--- src/sv/pocg_ram.sv ---
// Generic single-write, single-read synchronous RAM with registered read data.
`default_nettype none

module pocg_ram #(
  parameter int WIDTH = 8,
  parameter int DEPTH = 256
) (
  input  wire logic                     clk_i,
  input  wire logic                     we_i,
  input  wire logic [$clog2(DEPTH)-1:0] waddr_i,
  input  wire logic [WIDTH-1:0]         wdata_i,
  input  wire logic                     re_i,
  input  wire logic [$clog2(DEPTH)-1:0] raddr_i,
  output logic      [WIDTH-1:0]         rdata_o
);

  logic [WIDTH-1:0] mem_q [DEPTH];
  logic [WIDTH-1:0] rdata_q;

  always_ff @(posedge clk_i) begin
    if (we_i) begin
      mem_q[waddr_i] <= wdata_i;
    end
    if (re_i) begin
      rdata_q <= mem_q[raddr_i];
    end
  end

  assign rdata_o = rdata_q;

endmodule

`default_nettype wire

--- config.mk ---
export PLATFORM = sky130hd
export DESIGN_NAME = pocg_ram
export DESIGN_NICKNAME = d
export VERILOG_FILES = /design/src/sv/pocg_ram.sv
export SDC_FILE = /design/constraint.sdc
export NUM_CORES = 2
export LEC_CHECK = 0
export ABC_AREA = 1
export BUFFER_PORTS_ARGS = -buffer_cell sky130_fd_sc_hd__buf_2
export CORE_MARGIN = 10
export CORE_UTILIZATION = 29
export CTS_BUF_LIST = sky130_fd_sc_hd__clkbuf_16
export CTS_CLUSTER_SIZE = 16
export DETAILED_ROUTE_END_ITERATION = 8
export GPL_ROUTABILITY_DRIVEN = 0
export PLACE_DENSITY = 0.43
export SYNTH_ARGS = -nofsm -noshare
export SYNTH_HDL_FRONTEND = slang
export SYNTH_SLANG_ARGS = --single-unit
--- constraint.sdc ---
create_clock -name clk_i -period 5 [get_ports clk_i]
set_input_delay 0.75 -clock clk_i [delete_from_list [all_inputs] [get_ports clk_i]]
set_output_delay 0.75 -clock clk_i [all_outputs]
set_load 0.1 [all_outputs]
==> results.py <==
metrics = {
    "synth": {
        "syn_area_um2": 83500,
        "ys_types": 13,
        "ys_seq_elements": 2056,
        "async_reset_ff_share_pct": 0,
        "synth_area_leaders": "edfxtp_1 74%, nand3_1 12%, nand2_1 9.5%, buf_2 1.6%, nor2_1 1.3%",
        "synth.most_common_cell": "nand2_1",
        "ys.flop_type": "edfxtp_1",
        "synth_top_area_share_pct": 74.0,
        "synth_cells": 7003,
        "yosys_warnings": 0,
        "ys_seq_area_share_pct": 74.0,
        "yosys-top-cells-count": "2123 x nand2_1, 2056 x edfxtp_1, 2019 x nand3_1, 283 x nor2_1, 268 x buf_2",
        "synth_area_per_cell_um2": 11.9,
        "synth_edf_count": 2056,
        "synth_area_leader_cell": "edfxtp_1",
        "syn_nets": 7030,
    },
    "critical_path": {
        "crit_top_cell": "nor2_1",
        "crit_type": "in -> reg",
        "crit_required_ns": 5.47,
        "cp-start-kind": "input pin",
        "critPathMaxFanout": 16,
        "crit_arrival_ns": 3.46,
        "ff2ff_path_depth": 10,
        "r2r_setup_slack_ns": 2.76,
        "cp-end-kind": "register",
        "reg2reg_to": "rdata_o[4]",
        "crit_slowest_cell": "nor2_1",
        "path_cells": "buf_2, inv_1, nor2_1, nand2_1, nor2_1",
        "startpoint": "waddr_i[5]",
        "r2r_start": "mem_q[55][4]",
        "endpoint": "mem_q[98][0]",
        "critical-path-max-stage-delay_ns": 0.85,
    },
    "clocking": {
        "clock_latency_ns": 0.89,
        "cts-hold-fix-buffers": 0,
        "tritoncts": "done",
        "ctsResizeCount": 0,
        "clkTransAtPathRegs_ns": 0.06,
        "clock_path_buffers": 4,
        "ctsHtreeMaxLevel": 4,
        "postCtsSetupBuffers": 0,
        "cts_sinks": 2056,
        "cts_root_buf": "clkbuf_16",
        "cts_buffers": 230,
    },
    "sta": {
        "period_share_pct": 59.6,
        "worstMarginPinSlew_ns": 1.14,
        "final.setup.tns_ns": 0,
        "rsz0062_at_grt": "no",
        "setup_ws_ns": 2.02,
        "hold_viol": 0,
        "slew_headroom_pct": 24.0,
        "period_needed_ns": 2.98,
        "drv_slew": 0,
        "setup_violations": 0,
        "holdWs_ns": 0.369,
        "fmax_mhz": 335,
        "fin_skew_ns": 0.0467,
    },
    "grt": {
        "grt_pass1_wl_um": 387000,
        "gr-usage-all-layers_pct": 16.8,
        "grt_pass1_vias": 52100,
        "grt_max_degree": 127,
        "antenna_found_initial": 14,
        "grt_overflow": 0,
    },
    "final_layout": {
        "final_cells": 10900,
        "drive_gt1_share_pct": 6.98,
        "final_core_util_pct": 33.1,
        "seq_area_um2": 61700,
        "multi_input_area_um2": 19200,
        "nFillCells": 28600,
        "final_area_um2": 94800,
        "nNetsFinal": 6966,
        "area_delta_synth_final_pct": 13.5,
    },
    "placement": {
        "pre_cts_ws_ns": 1.07,
        "place_area_um2": 87800,
        "dp_hpwl_um": 154000,
        "portBuffers": 34,
        "dp_cells": 10500,
    },
    "detailed_routing": {
        "wl_per_cell_um": 24.7,
        "wl_met2_um": 126000,
        "ant_nets": 0,
        "via_per_inst": 4.96,
        "routed.top_layer": "met5",
        "vias": 54000,
        "dr_wl_met3_um": 14200,
        "totalWireLength_um": 269000,
        "drt-initial-drc-count": 5346,
        "drc": 0,
        "firstDrtPassIters": 6,
        "met1Wirelength_um": 122000,
    },
    "floorplanning": {
        "die_h_um": 557,
        "core-area_um2": 286000,
        "num_io_pins": 35,
        "start_util_pct": 29.2,
        "fp.dieW_um": 557,
        "die_area_um2": 310000,
        "rows": 196,
    },
    "power": {
        "power.leakage_nw": 32.3,
        "power_mw": 37.2,
        "ir_drop_uv": 282,
        "power-per-cell-area_nw_per_um2": 393,
    },
    "min_path": {
        "hp-class": "in -> reg",
    },
    "status": {
        "status": "finished, final reports clean",
    },
    "run": {
        "cap_violations": 0,
    },
}
-- worst min-delay path by stage --
stage	start	slack, ns	to	cells after the start
2_1_floorplan	wdata_i[0]	0.85	mem_q[0][0]	0
3_5_place_dp	mem_q[80][6]	1.08	rdata_o[6]	10
4_1_cts	re_i	0.31	rdata_o[2]	1
5_1_grt	re_i	0.32	rdata_o[5]	1
3_3_place_gp	mem_q[156][7]	1.08	rdata_o[7]	10
6_report	wdata_i[2]	0.37	mem_q[170][2]	1
-- cell type report --
type | count | share of cell area (%)
Timing Repair Buffer | 187 | 2.15
Inverter | 39 | 0.193
Antenna cell | 11 | 0.0290
Clock buffer | 233 | 6.15
Tap cell | 3762 | 4.97
Clock inverter | 169 | 1.14
Sequential cell | 2056 | 65.1
Multi-Input combinational cell | 4425 | 20.2
-- kinds of logic after synthesis --
group | count (synthesis) | synth area share (%)
and+or+nand+nor | 4425 | 22.9
DFF | 2056 | 74.0
buffers and inverters | 522 | 3.12
-- state kept, by name, summed over array words and instances (netlist names) --
signal / cells
rdata_o: 8
mem_q: 2048
-- power by group --
part | total (mW) | switching, mW | internal (mW)
registers | 19.0 | 0.0220 | 19.0
clock network | 15.8 | 6.87 | 8.97
logic | 2.36 | 1.83 | 0.525
total | 37.2 | 8.73 | 28.5
-- layer usage --
| layer | global-route usage [%] | vias up |
|---|---|---|
| li1 | - | 24800 |
| met1 | 23.7 | 27300 |
| met2 | 27.1 | 1582 |
| met3 | 2.24 | 367 |
| met4 | 4.70 | 4 |
| met5 | 0 | - |
-- worst max-delay path: cells and delay by family --
family / cells / cell delay [ns]
simple gates: 3 / 2.41
buf+inv: 2 / 0.25
-- cells in the final DEF (no fill, tap or decap) --
master	n
nand2_1	2108
edfxtp_1	2056
nand3_1	2019
nor2_1	283
clkbuf_16	233
buf_4	106
inv_1	86
clkinv_1	61
buf_12	48
clkinv_2	29
buf_2	21
nand2_2	15
bufinv_16	12
diode_2	11
buf_8	11
clkinvlp_4	7
inv_8	3
inv_6	3
inv_16	2
inv_2	2
clkinv_8	2
clkinv_4	1
buf_6	1
Power figures use the tool's default switching activity.
