==> config.mk <==
export PLATFORM = sky130hd
export DESIGN_NAME = pocg_edge_walker
export DESIGN_NICKNAME = d
export VERILOG_FILES = /design/src/sv/pocg_pkg.sv /design/src/sv/pocg_edge_walker.sv
export SDC_FILE = /design/constraint.sdc
export NUM_CORES = 1
export LEC_CHECK = 0
export BUFFER_PORTS_ARGS = -buffer_cell sky130_fd_sc_hd__buf_2
export CAP_MARGIN = 5
export CORE_ASPECT_RATIO = 0.7
export CORE_UTILIZATION = 49
export CTS_CLUSTER_SIZE = 25
export DETAILED_ROUTE_END_ITERATION = 8
export PLACE_DENSITY = 0.74
export SYNTH_ARGS = -nofsm -noshare
export SYNTH_HDL_FRONTEND = slang
export SYNTH_SLANG_ARGS = --single-unit
export TNS_END_PERCENT = 20
==> constraint.sdc <==
create_clock -name clk_i -period 12.25 [get_ports clk_i]
set_clock_uncertainty 0.05 [all_clocks]
set_input_delay 0.6125 -clock clk_i [delete_from_list [all_inputs] [get_ports clk_i]]
set_output_delay 0.6125 -clock clk_i [all_outputs]
set_load 0.05 [all_outputs]
==> src/sv/pocg_pkg.sv <==
// Shared constants, types and helper functions of the polygon outline cost grid.
`default_nettype none

package pocg_pkg;

  localparam int MAX_MAP_WIDTH  = 256;
  localparam int MAX_MAP_HEIGHT = 256;
  localparam int MAX_VERTICES   = 64;
  localparam int COORD_BITS     = 16;

  localparam int XW         = $clog2(MAX_MAP_WIDTH);
  localparam int YW         = $clog2(MAX_MAP_HEIGHT);
  localparam int GRID_DEPTH = MAX_MAP_WIDTH * MAX_MAP_HEIGHT;
  localparam int GRID_AW    = $clog2(GRID_DEPTH);
  localparam int VAW        = $clog2(MAX_VERTICES);
  localparam int VCW        = $clog2(MAX_VERTICES + 1);
  localparam int VERT_W     = 2 * COORD_BITS;

  localparam int FIELD_W    = 16;
  localparam int IN_DATA_W  = 40;
  localparam int OUT_DATA_W = 24;
  localparam int CFG_IDX_W  = 2;
  localparam int CFG_DATA_W = 9;
  localparam int CFG_DIM_W  = 9;
  localparam int CFG_THR_W  = 7;

  localparam int WALK_DW = COORD_BITS + 2;
  localparam int WALK_NW = COORD_BITS + 4;
  localparam int WALK_EW = COORD_BITS + 5;

  localparam logic [CFG_DIM_W-1:0] RST_MAP_DIM  = CFG_DIM_W'(256);
  localparam logic [CFG_THR_W-1:0] RST_THRESHOLD = CFG_THR_W'(30);

  localparam logic [7:0] COST_FREE      = 8'd0;
  localparam logic [7:0] COST_SCALE_MAX = 8'd252;
  localparam logic [7:0] COST_INSCRIBED = 8'd253;
  localparam logic [7:0] COST_LETHAL    = 8'd254;
  localparam logic [7:0] COST_UNKNOWN   = 8'd255;
  localparam logic [7:0] OCC_MAX        = 8'd100;
  localparam logic [7:0] OCC_INSCRIBED  = 8'd99;
  localparam logic [7:0] OCC_LETHAL     = 8'd100;
  localparam logic [7:0] OCC_UNKNOWN    = 8'hFF;
  localparam int         MIN_POLY_VERTS = 3;

  // Scaling of costs 1..252 onto occupancies 1..98: the quotient by 251 is
  // taken as a multiplication by a rounded-up reciprocal, exact over this range.
  localparam int OCC_STEP  = 97;
  localparam int COST_SPAN = 251;
  localparam int OCC_SHIFT = 24;
  localparam int OCC_RECIP = OCC_STEP * (((1 << OCC_SHIFT) + COST_SPAN - 1) / COST_SPAN);

  typedef logic signed [COORD_BITS:0] coord_t;
  typedef logic [XW:0] eff_w_t;
  typedef logic [YW:0] eff_h_t;

  typedef enum logic [1:0] {
    OP_VERTEX = 2'd0,
    OP_END    = 2'd1,
    OP_WRITE  = 2'd2,
    OP_READ   = 2'd3
  } op_e;

  typedef enum logic [1:0] {
    ST_OK      = 2'd0,
    ST_FULL    = 2'd1,
    ST_SHORT   = 2'd2,
    ST_OUTSIDE = 2'd3
  } status_e;

  typedef enum logic [CFG_IDX_W-1:0] {
    CFG_MAP_WIDTH  = 2'd0,
    CFG_MAP_HEIGHT = 2'd1,
    CFG_FREE_THR   = 2'd2,
    CFG_OCC_THR    = 2'd3
  } cfg_idx_e;

  typedef enum logic [2:0] {
    S_IDLE,
    S_READ,
    S_FIRST,
    S_NEXT,
    S_WALK,
    S_DRAIN
  } state_e;

  typedef struct packed {
    logic   start;
    coord_t x0;
    coord_t y0;
    coord_t x1;
    coord_t y1;
  } walk_cmd_t;

  typedef struct packed {
    logic   valid;
    logic   last;
    coord_t x;
    coord_t y;
  } walk_cell_t;

  function automatic logic in_map(coord_t x, coord_t y, eff_w_t w, eff_h_t h);
    return (int'(x) >= 0) && (int'(x) < int'(w)) && (int'(y) >= 0) && (int'(y) < int'(h));
  endfunction

  function automatic logic [GRID_AW-1:0] cell_addr(coord_t x, coord_t y, eff_w_t w);
    logic [XW+YW:0] lin;
    lin = (XW+YW+1)'(y[YW-1:0]) * (XW+YW+1)'(w) + (XW+YW+1)'(x[XW-1:0]);
    return lin[GRID_AW-1:0];
  endfunction

  function automatic logic [7:0] cost_of(logic [7:0] occ, logic [CFG_THR_W-1:0] free_thr,
                                         logic [CFG_THR_W-1:0] occ_thr);
    logic [7:0] c;
    if ((occ > 8'(occ_thr)) && (occ <= OCC_MAX)) begin
      c = COST_LETHAL;
    end else if (occ <= 8'(free_thr)) begin
      c = COST_FREE;
    end else begin
      c = COST_UNKNOWN;
    end
    return c;
  endfunction

  function automatic logic [7:0] occ_of(logic [7:0] c);
    logic [31:0] prod;
    logic [7:0]  r;
    prod = 32'(c - 8'd1) * 32'(OCC_RECIP);
    if (c == COST_FREE) begin
      r = 8'd0;
    end else if (c <= COST_SCALE_MAX) begin
      r = 8'd1 + 8'(prod[31:OCC_SHIFT]);
    end else if (c == COST_INSCRIBED) begin
      r = OCC_INSCRIBED;
    end else if (c == COST_LETHAL) begin
      r = OCC_LETHAL;
    end else begin
      r = OCC_UNKNOWN;
    end
    return r;
  endfunction

endpackage

`default_nettype wire

==> src/sv/pocg_edge_walker.sv <==
// Four-connected Bresenham edge walker that emits one outline cell per cycle.
`default_nettype none

module pocg_edge_walker
  import pocg_pkg::*;
(
  input  wire logic       clk_i,
  input  wire logic       rst_ni,
  input  wire walk_cmd_t  cmd_i,
  output walk_cell_t      cell_o
);

  logic                      busy_q, busy_d;
  coord_t                    px_q, px_d, py_q, py_d;
  logic                      sx_q, sx_d, sy_q, sy_d;
  logic signed [WALK_EW-1:0] err_q, err_d;
  logic [WALK_NW-1:0]        n_q, n_d;
  logic [WALK_EW-1:0]        dx2_q, dx2_d, dy2_q, dy2_d;

  logic signed [WALK_DW-1:0] dfx, dfy;
  logic [WALK_DW-1:0]        adx, ady;

  always_comb begin
    dfx = WALK_DW'(cmd_i.x1) - WALK_DW'(cmd_i.x0);
    dfy = WALK_DW'(cmd_i.y1) - WALK_DW'(cmd_i.y0);
    adx = dfx[WALK_DW-1] ? WALK_DW'(-dfx) : WALK_DW'(dfx);
    ady = dfy[WALK_DW-1] ? WALK_DW'(-dfy) : WALK_DW'(dfy);

    busy_d = busy_q;
    px_d   = px_q;
    py_d   = py_q;
    sx_d   = sx_q;
    sy_d   = sy_q;
    err_d  = err_q;
    n_d    = n_q;
    dx2_d  = dx2_q;
    dy2_d  = dy2_q;

    if (cmd_i.start) begin
      busy_d = 1'b1;
      px_d   = cmd_i.x0;
      py_d   = cmd_i.y0;
      sx_d   = cmd_i.x1 > cmd_i.x0;
      sy_d   = cmd_i.y1 > cmd_i.y0;
      err_d  = $signed(WALK_EW'(adx)) - $signed(WALK_EW'(ady));
      n_d    = WALK_NW'(adx) + WALK_NW'(ady) + WALK_NW'(1);
      dx2_d  = WALK_EW'(adx) << 1;
      dy2_d  = WALK_EW'(ady) << 1;
    end else if (busy_q) begin
      if (err_q > 0) begin
        px_d  = sx_q ? px_q + coord_t'(1) : px_q - coord_t'(1);
        err_d = err_q - $signed(dy2_q);
      end else begin
        py_d  = sy_q ? py_q + coord_t'(1) : py_q - coord_t'(1);
        err_d = err_q + $signed(dx2_q);
      end
      n_d = n_q - WALK_NW'(1);
      if (n_q == WALK_NW'(1)) begin
        busy_d = 1'b0;
      end
    end
  end

  always_ff @(posedge clk_i or negedge rst_ni) begin
    if (!rst_ni) begin
      busy_q <= 1'b0;
    end else begin
      busy_q <= busy_d;
    end
  end

  always_ff @(posedge clk_i) begin
    px_q  <= px_d;
    py_q  <= py_d;
    sx_q  <= sx_d;
    sy_q  <= sy_d;
    err_q <= err_d;
    n_q   <= n_d;
    dx2_q <= dx2_d;
    dy2_q <= dy2_d;
  end

  always_comb begin
    cell_o.valid = busy_q;
    cell_o.last  = busy_q && (n_q == WALK_NW'(1));
    cell_o.x     = px_q;
    cell_o.y     = py_q;
  end

endmodule

`default_nettype wire

==> flow_metrics.env, run 1 <==
export IMPL_root_buffer="clkbuf_16"
export IMPL_antenna_left=0
export IMPL_slowest_delay_ns=0.63
export IMPL_grt_max_degree=71
export IMPL_grt_pass1_wl_um=50800
export IMPL_post_route_period_util_pct=46.4
export IMPL_hold_viol=0
export IMPL_synthXorXnorAreaFrac_pct=12.8
export IMPL_dp_hpwl_um=25000
export IMPL_slew_violations=0
export IMPL_outcome="finished, final reports clean"
export IMPL_gp_congestion=0.950
export IMPL_core_area_um2=23600
export IMPL_path_max_fanout=17
export IMPL_dieHeight_um=132
export IMPL_crit_slowest_cell="o21ai_1"
export IMPL_nets=1659
export IMPL_clkSinkCount=114
export IMPL_grt_usage_pct=25.9
export IMPL_die_area_um2=24800
export IMPL_ir_drop_mv=0.170
export IMPL_critPathKind="input pin to flip-flop"
export IMPL_holdBufCountCts=1
export IMPL_htreeDepth=4
export IMPL_yosysTopAreaCellShare_pct=28.7
export IMPL_setup_tns_final_ns=0
export IMPL_drtIter0Drc=1034
export IMPL_portBuffers=106
export IMPL_die_w_um=188
export IMPL_synth_edf_count=113
export IMPL_arrival_ns=5.81
export IMPL_end_kind="flip-flop"
export IMPL_period_minus_slack_ns=5.69
export IMPL_ys_ff_latch=114
export IMPL_path_cells="buf_2 > inv_1 > ha_1 > o211a_1 > o21ai_0 > a21oi_1 > o211a_1 > o21ai_0 > o21ai_1 > nor2_1 > xnor2_1 > ha_1 > o21ai_0 > a21oi_1 > nor2b_1 > o31a_1 > o21ai_0 > a221oi_1 > o311a_1 > a31o_2"
export IMPL_dpl_cell_area_um2=12600
export IMPL_wire_per_inst_um=17.8
export IMPL_cts_buffers=17
export IMPL_synth_area_mux_share_pct=1.02
export IMPL_start_util_pct=50.0
export IMPL_synthTopCellsByArea="edfxtp_1 29%, ha_1 13%, xnor2_1 7.4%"
export IMPL_cts_resized=0
export IMPL_vias=10700
export IMPL_ys_top_cells_by_count="126 x ha_1, 116 x nand2_1, 113 x edfxtp_1, 113 x nor2_1, 109 x o21ai_0"
export IMPL_yosys_area_share_simple_pct=17.7
export IMPL_syn_area_um2=11800
export IMPL_synth_top_family_by_area="compound AO/OA/AOI/OAI gates"
export IMPL_power_density_nw_per_um2=276
export IMPL_grt_pass1_vias=9803
export IMPL_routed_wl_um=31700
export IMPL_synth_nets=1570
export IMPL_clk_path_buf_depth=2
export IMPL_viasPerCell=6.01
export IMPL_floorplan_rows=47
export IMPL_drv_cap=0
export IMPL_startpoint_type="input pin"
export IMPL_slew_headroom_pct=20.8
export IMPL_drive_gt1_share_pct=11.7
export IMPL_drc=0
export IMPL_min_path_type="input pin to async pin"
export IMPL_crit_required_ns=12.38
export IMPL_worstMarginPinSlew_ns=1.18
export IMPL_rsz0062_at_grt="false"
export IMPL_synth_compound_area_share_pct=20.9
export IMPL_async_reset_ff_share_pct=0.877
export IMPL_insertion_delay_ns=0.42
export IMPL_synth_adder_area_share_pct=14.5
export IMPL_firstDrtPassIters=5
export IMPL_antenna_cells=0
export IMPL_final_cell_area_um2=13200
export IMPL_yosysMostFrequentCell="ha_1"
export IMPL_cp_common_cell="o21ai_0"
export IMPL_ios=107
export IMPL_grt_ovfl_total=0
export IMPL_setup_viol=0
export IMPL_syn2layout_area_growth_pct=11.2
export IMPL_power_leakage_nw=5.62
export IMPL_cts_tree="done"
export IMPL_ys_types=77
export IMPL_yosys_area_top_type="edfxtp_1"
export IMPL_synthCells=1366
export IMPL_fin_util_pct=55.7
export IMPL_synth_warnings=0
export IMPL_fmax_mhz=176
export IMPL_ys_flop_type="edfxtp_1"
export IMPL_clkTransAtPathRegs_ns=0.06
export IMPL_postCtsSetupBuffers=0
export IMPL_syn_mean_instance_area_um2=8.66
export IMPL_antenna_found_initial=0
export IMPL_ys_seq_area_share_pct=28.9
-- path summary, 6_finish.rpt --
| check | from | to | slack, ns | depth (start not counted) |
|---|---|---|---|---|
| setup / recovery | cmd_i[55] | n_q[16] | 6.56 | 20 |
| hold / removal | rst_ni | busy_q | 0.43 | 2 |
| setup reg to reg | err_q[6] | err_q[17] | 6.88 | 14 |
| hold reg to reg | busy_q | busy_q | 0.53 | 2 |
| max in group asynchronous | rst_ni | busy_q | 11.63 | 2 |
| min in group clk_i | cmd_i[58] | px_q[7] | 0.43 | 3 |
-- flip-flops by register name (all words and copies together), names as in the netlist --
signal / count
busy_q: 1
dx2_q: 18
dy2_q: 18
err_q: 21
n_q: 20
px_q: 17
py_q: 17
sx_q: 1
sy_q: 1
-- through the flow --
step	hold slack [ns]	std cells	power, W	worst slack [ns]
2_1_floorplan	0.267	1366	0.00256	7.03
3_3_place_gp	0.337	1753	0.00306	6.52
5_1_grt	0.433	1786	0.00390	6.14
6_report	0.430	1786	0.00363	6.56
4_1_cts	0.414	1786	0.00359	6.69
3_5_place_dp	0.338	1753	0.00311	6.26
-- cell type report --
| type | count | area, um^2 |
|---|---|---|
| clock buffer | 20 | 437 |
| tap | 318 | 398 |
| fill | 2134 | 10500 |
| sequential | 114 | 3420 |
| multi-input combinational | 1125 | 7910 |
| clock inverter | 12 | 92.6 |
| inverter | 85 | 319 |
| timing repair buffer | 112 | 581 |
-- worst max-delay path: cells and delay by family --
kind | cells | cell delay [ns]
AO/OA/AOI/OAI | 13 | 3.63
XOR/XNOR | 1 | 0.36
adder cells (fa/ha/maj) | 2 | 0.82
buffers and inverters | 2 | 0.13
AND/OR/NAND/NOR | 2 | 0.26
-- power by group --
group          switching (W)  internal, W  total (W)
clock network       0.000186     0.000274   0.000460
logic                0.00147     0.000911    0.00238
registers           0.000119     0.000668   0.000786
-- per-layer routing --
metal	track usage, %	vias up	routed length (um)
met3	5.83	28	3220
met1	41.1	5025	15900
met4	5.15	0	280
met2	35.3	486	12300
met5	0	-	0
li1	-	5191	-
-- layout by cell type, fill, tap and decap left out, types with 8 or more instances in the layout --
cell type  Yosys  final
clkbuf_16      0     17
a211oi_1      13     13
nand3_1       23     23
a21oi_1       99     99
inv_1         84     84
xnor2_1      100    100
or2_2          8      8
a31oi_1       18     18
nor2b_1       13     13
nand2_1      116    116
or4_1          8      8
a211o_1        8      8
nor2_1       113    113
nand4_1       10     10
or3_1         15     15
nor4_1        13     13
ha_1         126    126
xor2_1        73     73
nor3_1        39     39
o21a_1        10     10
o21bai_1      12     12
o31ai_1       14     14
buf_2          0    105
mux2_2         8      8
and3_1        15     15
nand2b_1      18     18
a21o_1        30     30
o21ai_0      109    108
edfxtp_1     113    113
o211ai_1      10     10
-- kinds of logic after synthesis --
kind of cell               after synthesis
AOI/OAI and AO/OA                      384
adders and majority gates              133
muxes                                   11
xor gates and xnor gates               173
buffers and inverters                  127
DFF                                    114
and+or+nand+nor                        424
No activity file was read; power rests on OpenSTA's default activity.
==> run 2: changes to the inputs <==
Settings changed: ABC_AREA set to 1, PLACE_DENSITY 0.74 to 0.76.
Clock period 12.25 ns to 4.96 ns, I/O delays scaled along.
==> run 2 against run 1 <==
- sequential power grew 140%
- final cell count up 33%
- global-route usage grew 4.3 points
==> flow_metrics.env, run 2 <==
export IMPL_fillers=2472
export IMPL_ys_types=49
export IMPL_ios=107
export IMPL_period_minus_slack_ns=4.39
export IMPL_core_area_um2=25700
export IMPL_antenna_left=0
export IMPL_drive_gt1_share_pct=10.4
export IMPL_dp_hpwl_um=32000
export IMPL_vias=13200
export IMPL_grt_ovfl_total=0
export IMPL_arrival_ns=4.52
export IMPL_crit_required_ns=5.09
export IMPL_die_w_um=196
export IMPL_ys_ff_latch=114
export IMPL_dieHeight_um=138
export IMPL_clkTransAtPathRegs_ns=0.06
export IMPL_timing_rr_start="dy2_q[1]"
export IMPL_grt_pass1_vias=12200
export IMPL_final_common_cell="nand2_1"
export IMPL_critPathKind="input pin to flip-flop"
export IMPL_ys_top_cells_by_count="523 x nand2_1, 286 x inv_1, 181 x nor2_1"
export IMPL_cts_tree="done"
export IMPL_layout_common_cells="523 x nand2_1, 286 x inv_1, 181 x nor2_1"
export IMPL_clkSinkCount=114
export IMPL_end_kind="flip-flop"
export IMPL_regArea_um2=3420
export IMPL_clk_path_buf_depth=2
export IMPL_htreeDepth=4
export IMPL_yosysTopAreaCellShare_pct=26.3
export IMPL_slowest_delay_ns=0.46
export IMPL_crit_slowest_cell="ha_1"
export IMPL_wire_per_inst_um=16.6
export IMPL_reg2reg_setup_slack_ns=1.08
export IMPL_synthTopCellsByArea="edfxtp_1 26%, nand2_1 15%, ha_1 12%"
export IMPL_yosys_area_top_type="edfxtp_1"
export IMPL_cts_resized=0
export IMPL_start_util_pct=50.1
export IMPL_viasPerCell=5.55
export IMPL_slew_headroom_pct=25.4
export IMPL_ir_drop_mv=0.355
export IMPL_insertion_delay_ns=0.44
export IMPL_grt_max_degree=62
export IMPL_fin_util_pct=55.9
export IMPL_fmax_mhz=228
export IMPL_synth_nets=2133
export IMPL_synth_warnings=0
export IMPL_startpoint_type="input pin"
export IMPL_drtIter0Drc=1413
export IMPL_path_max_fanout=6
export IMPL_cts_buffers=17
export IMPL_firstDrtPassIters=5
export IMPL_multi_input_area_um2=8240
export IMPL_gp_congestion=0.981
export IMPL_syn_mean_instance_area_um2=6.69
export IMPL_setup_viol=0
export IMPL_ys_flop_type="edfxtp_1"
export IMPL_antenna_cells=0
export IMPL_hold_viol=0
export IMPL_portBuffers=106
export IMPL_slew_violations=0
export IMPL_grt_usage_pct=30.2
export IMPL_syn_area_um2=12900
export IMPL_die_area_um2=27000
export IMPL_hold_ws_ns=0.0581
export IMPL_rsz0062_at_grt="false"
export IMPL_antenna_found_initial=0
export IMPL_floorplan_rows=49
export IMPL_largest_reg_flops=21
export IMPL_worstReg2RegEnd="err_q[20]"
export IMPL_yosysMostFrequentCell="nand2_1"
export IMPL_ys_seq_area_share_pct=26.5
export IMPL_outcome="finished, final reports clean"
export IMPL_power_density_nw_per_um2=615
export IMPL_drc=0
export IMPL_nets=2243
export IMPL_grt_pass1_wl_um=63400
export IMPL_setup_tns_final_ns=0
export IMPL_power_leakage_nw=7.37
export IMPL_cp_common_cell="inv_1"
export IMPL_worstMarginPinSlew_ns=1.12
export IMPL_min_path_type="input pin to async pin"
export IMPL_reg_largest_list="err_q: 21 flops, n_q: 20 flops"
export IMPL_routed_wl_um=39500
export IMPL_async_reset_ff_share_pct=0.877
export IMPL_max_flop_register="err_q"
export IMPL_drv_cap=0
export IMPL_ff2ff_path_depth=17
export IMPL_synth_edf_count=113
export IMPL_syn2layout_area_growth_pct=11.4
export IMPL_root_buffer="clkbuf_16"
export IMPL_synthCells=1929
export IMPL_post_route_period_util_pct=88.6
## run 2: cell count changes in the layout (fill, tap and decap cells not counted), moves of 13 or more
cell / delta
nand2_1: +407
inv_1: +202
nand3_1: +124
xnor2_1: -83
nor2_1: +68
xor2_1: -34
o21ai_0: +29
a21oi_1: +20
nand2b_1: -18
a21o_1: -17
and3_1: -15
or3_1: -15
nor2b_1: -13
## run 2: stage by stage
| stage | setup WS, ns | instances | cell area, um^2 | power (W) |
|---|---|---|---|---|
| 6_report | 0.568 | 2383 | 14400 | 0.00884 |
| 5_1_grt | 0.214 | 2383 | 14400 | 0.00956 |
| 4_1_cts | 0.687 | 2383 | 14400 | 0.00871 |
| 3_5_place_dp | 0.252 | 2350 | 13800 | 0.00747 |
| 3_3_place_gp | 0.279 | 2350 | 13800 | 0.00739 |
| 2_1_floorplan | 1.14 | 1929 | 12900 | 0.00599 |
## run 2: how the worst max path moves through the flow
stage / end / cells past startpoint / start
global route: err_q[12] / 19 / cmd_i[56]
global placement: err_q[12] / 24 / cmd_i[34]
detailed placement: err_q[14] / 26 / cmd_i[34]
CTS: err_q[12] / 24 / cmd_i[34]
floorplan: n_q[17] / 28 / cmd_i[0]
finish: err_q[12] / 25 / cmd_i[17]
## run 2: routing by layer
layer	track usage, %	up-vias	share of wire [%]
li1	-	6593	-
met1	45.3	6008	49
met2	45.1	592	40
met3	4.99	38	9.5
met4	6.42	0	0.93
met5	0	-	0
## run 2: where the power goes
part	internal, W	leakage [nW]	switching [W]	total, W
Clock	0.000691	0.264	0.000517	0.00121
Sequential	0.00160	1.17	0.000284	0.00188
Combinational	0.00182	5.93	0.00393	0.00575
## run 2: worst max-delay path, delay by kind of cell
kind	cells	cell delay, ns
fa+ha+maj	3	1.05
compound gates	3	0.85
simple gates	9	1.23
buf+inv	8	0.74
xor+xnor	2	0.42
## run 2: what timing repair did
item | in CTS | in global routing
hold buffers | 1 | 0
setup buffers | 0 | 0
hold endpoints to repair | 1 | 0
## run 2: cell families after synthesis
logic type                 synth area share [%]
AOI/OAI and AO/OA                          13.8
xor gates and xnor gates                   4.43
adders and majority gates                  13.3
buffers and inverters                      9.73
DFF                                        26.5
and+or+nand+nor                            32.3
## run 2: cell type report
class	instances	share of cell area (%)
Tap cell	331	2.88
Clock buffer	17	2.96
Clock inverter	15	0.939
Inverter	298	7.79
Multi-Input combinational cell	1489	57.3
Timing Repair Buffer	119	4.40
Sequential cell	114	23.8
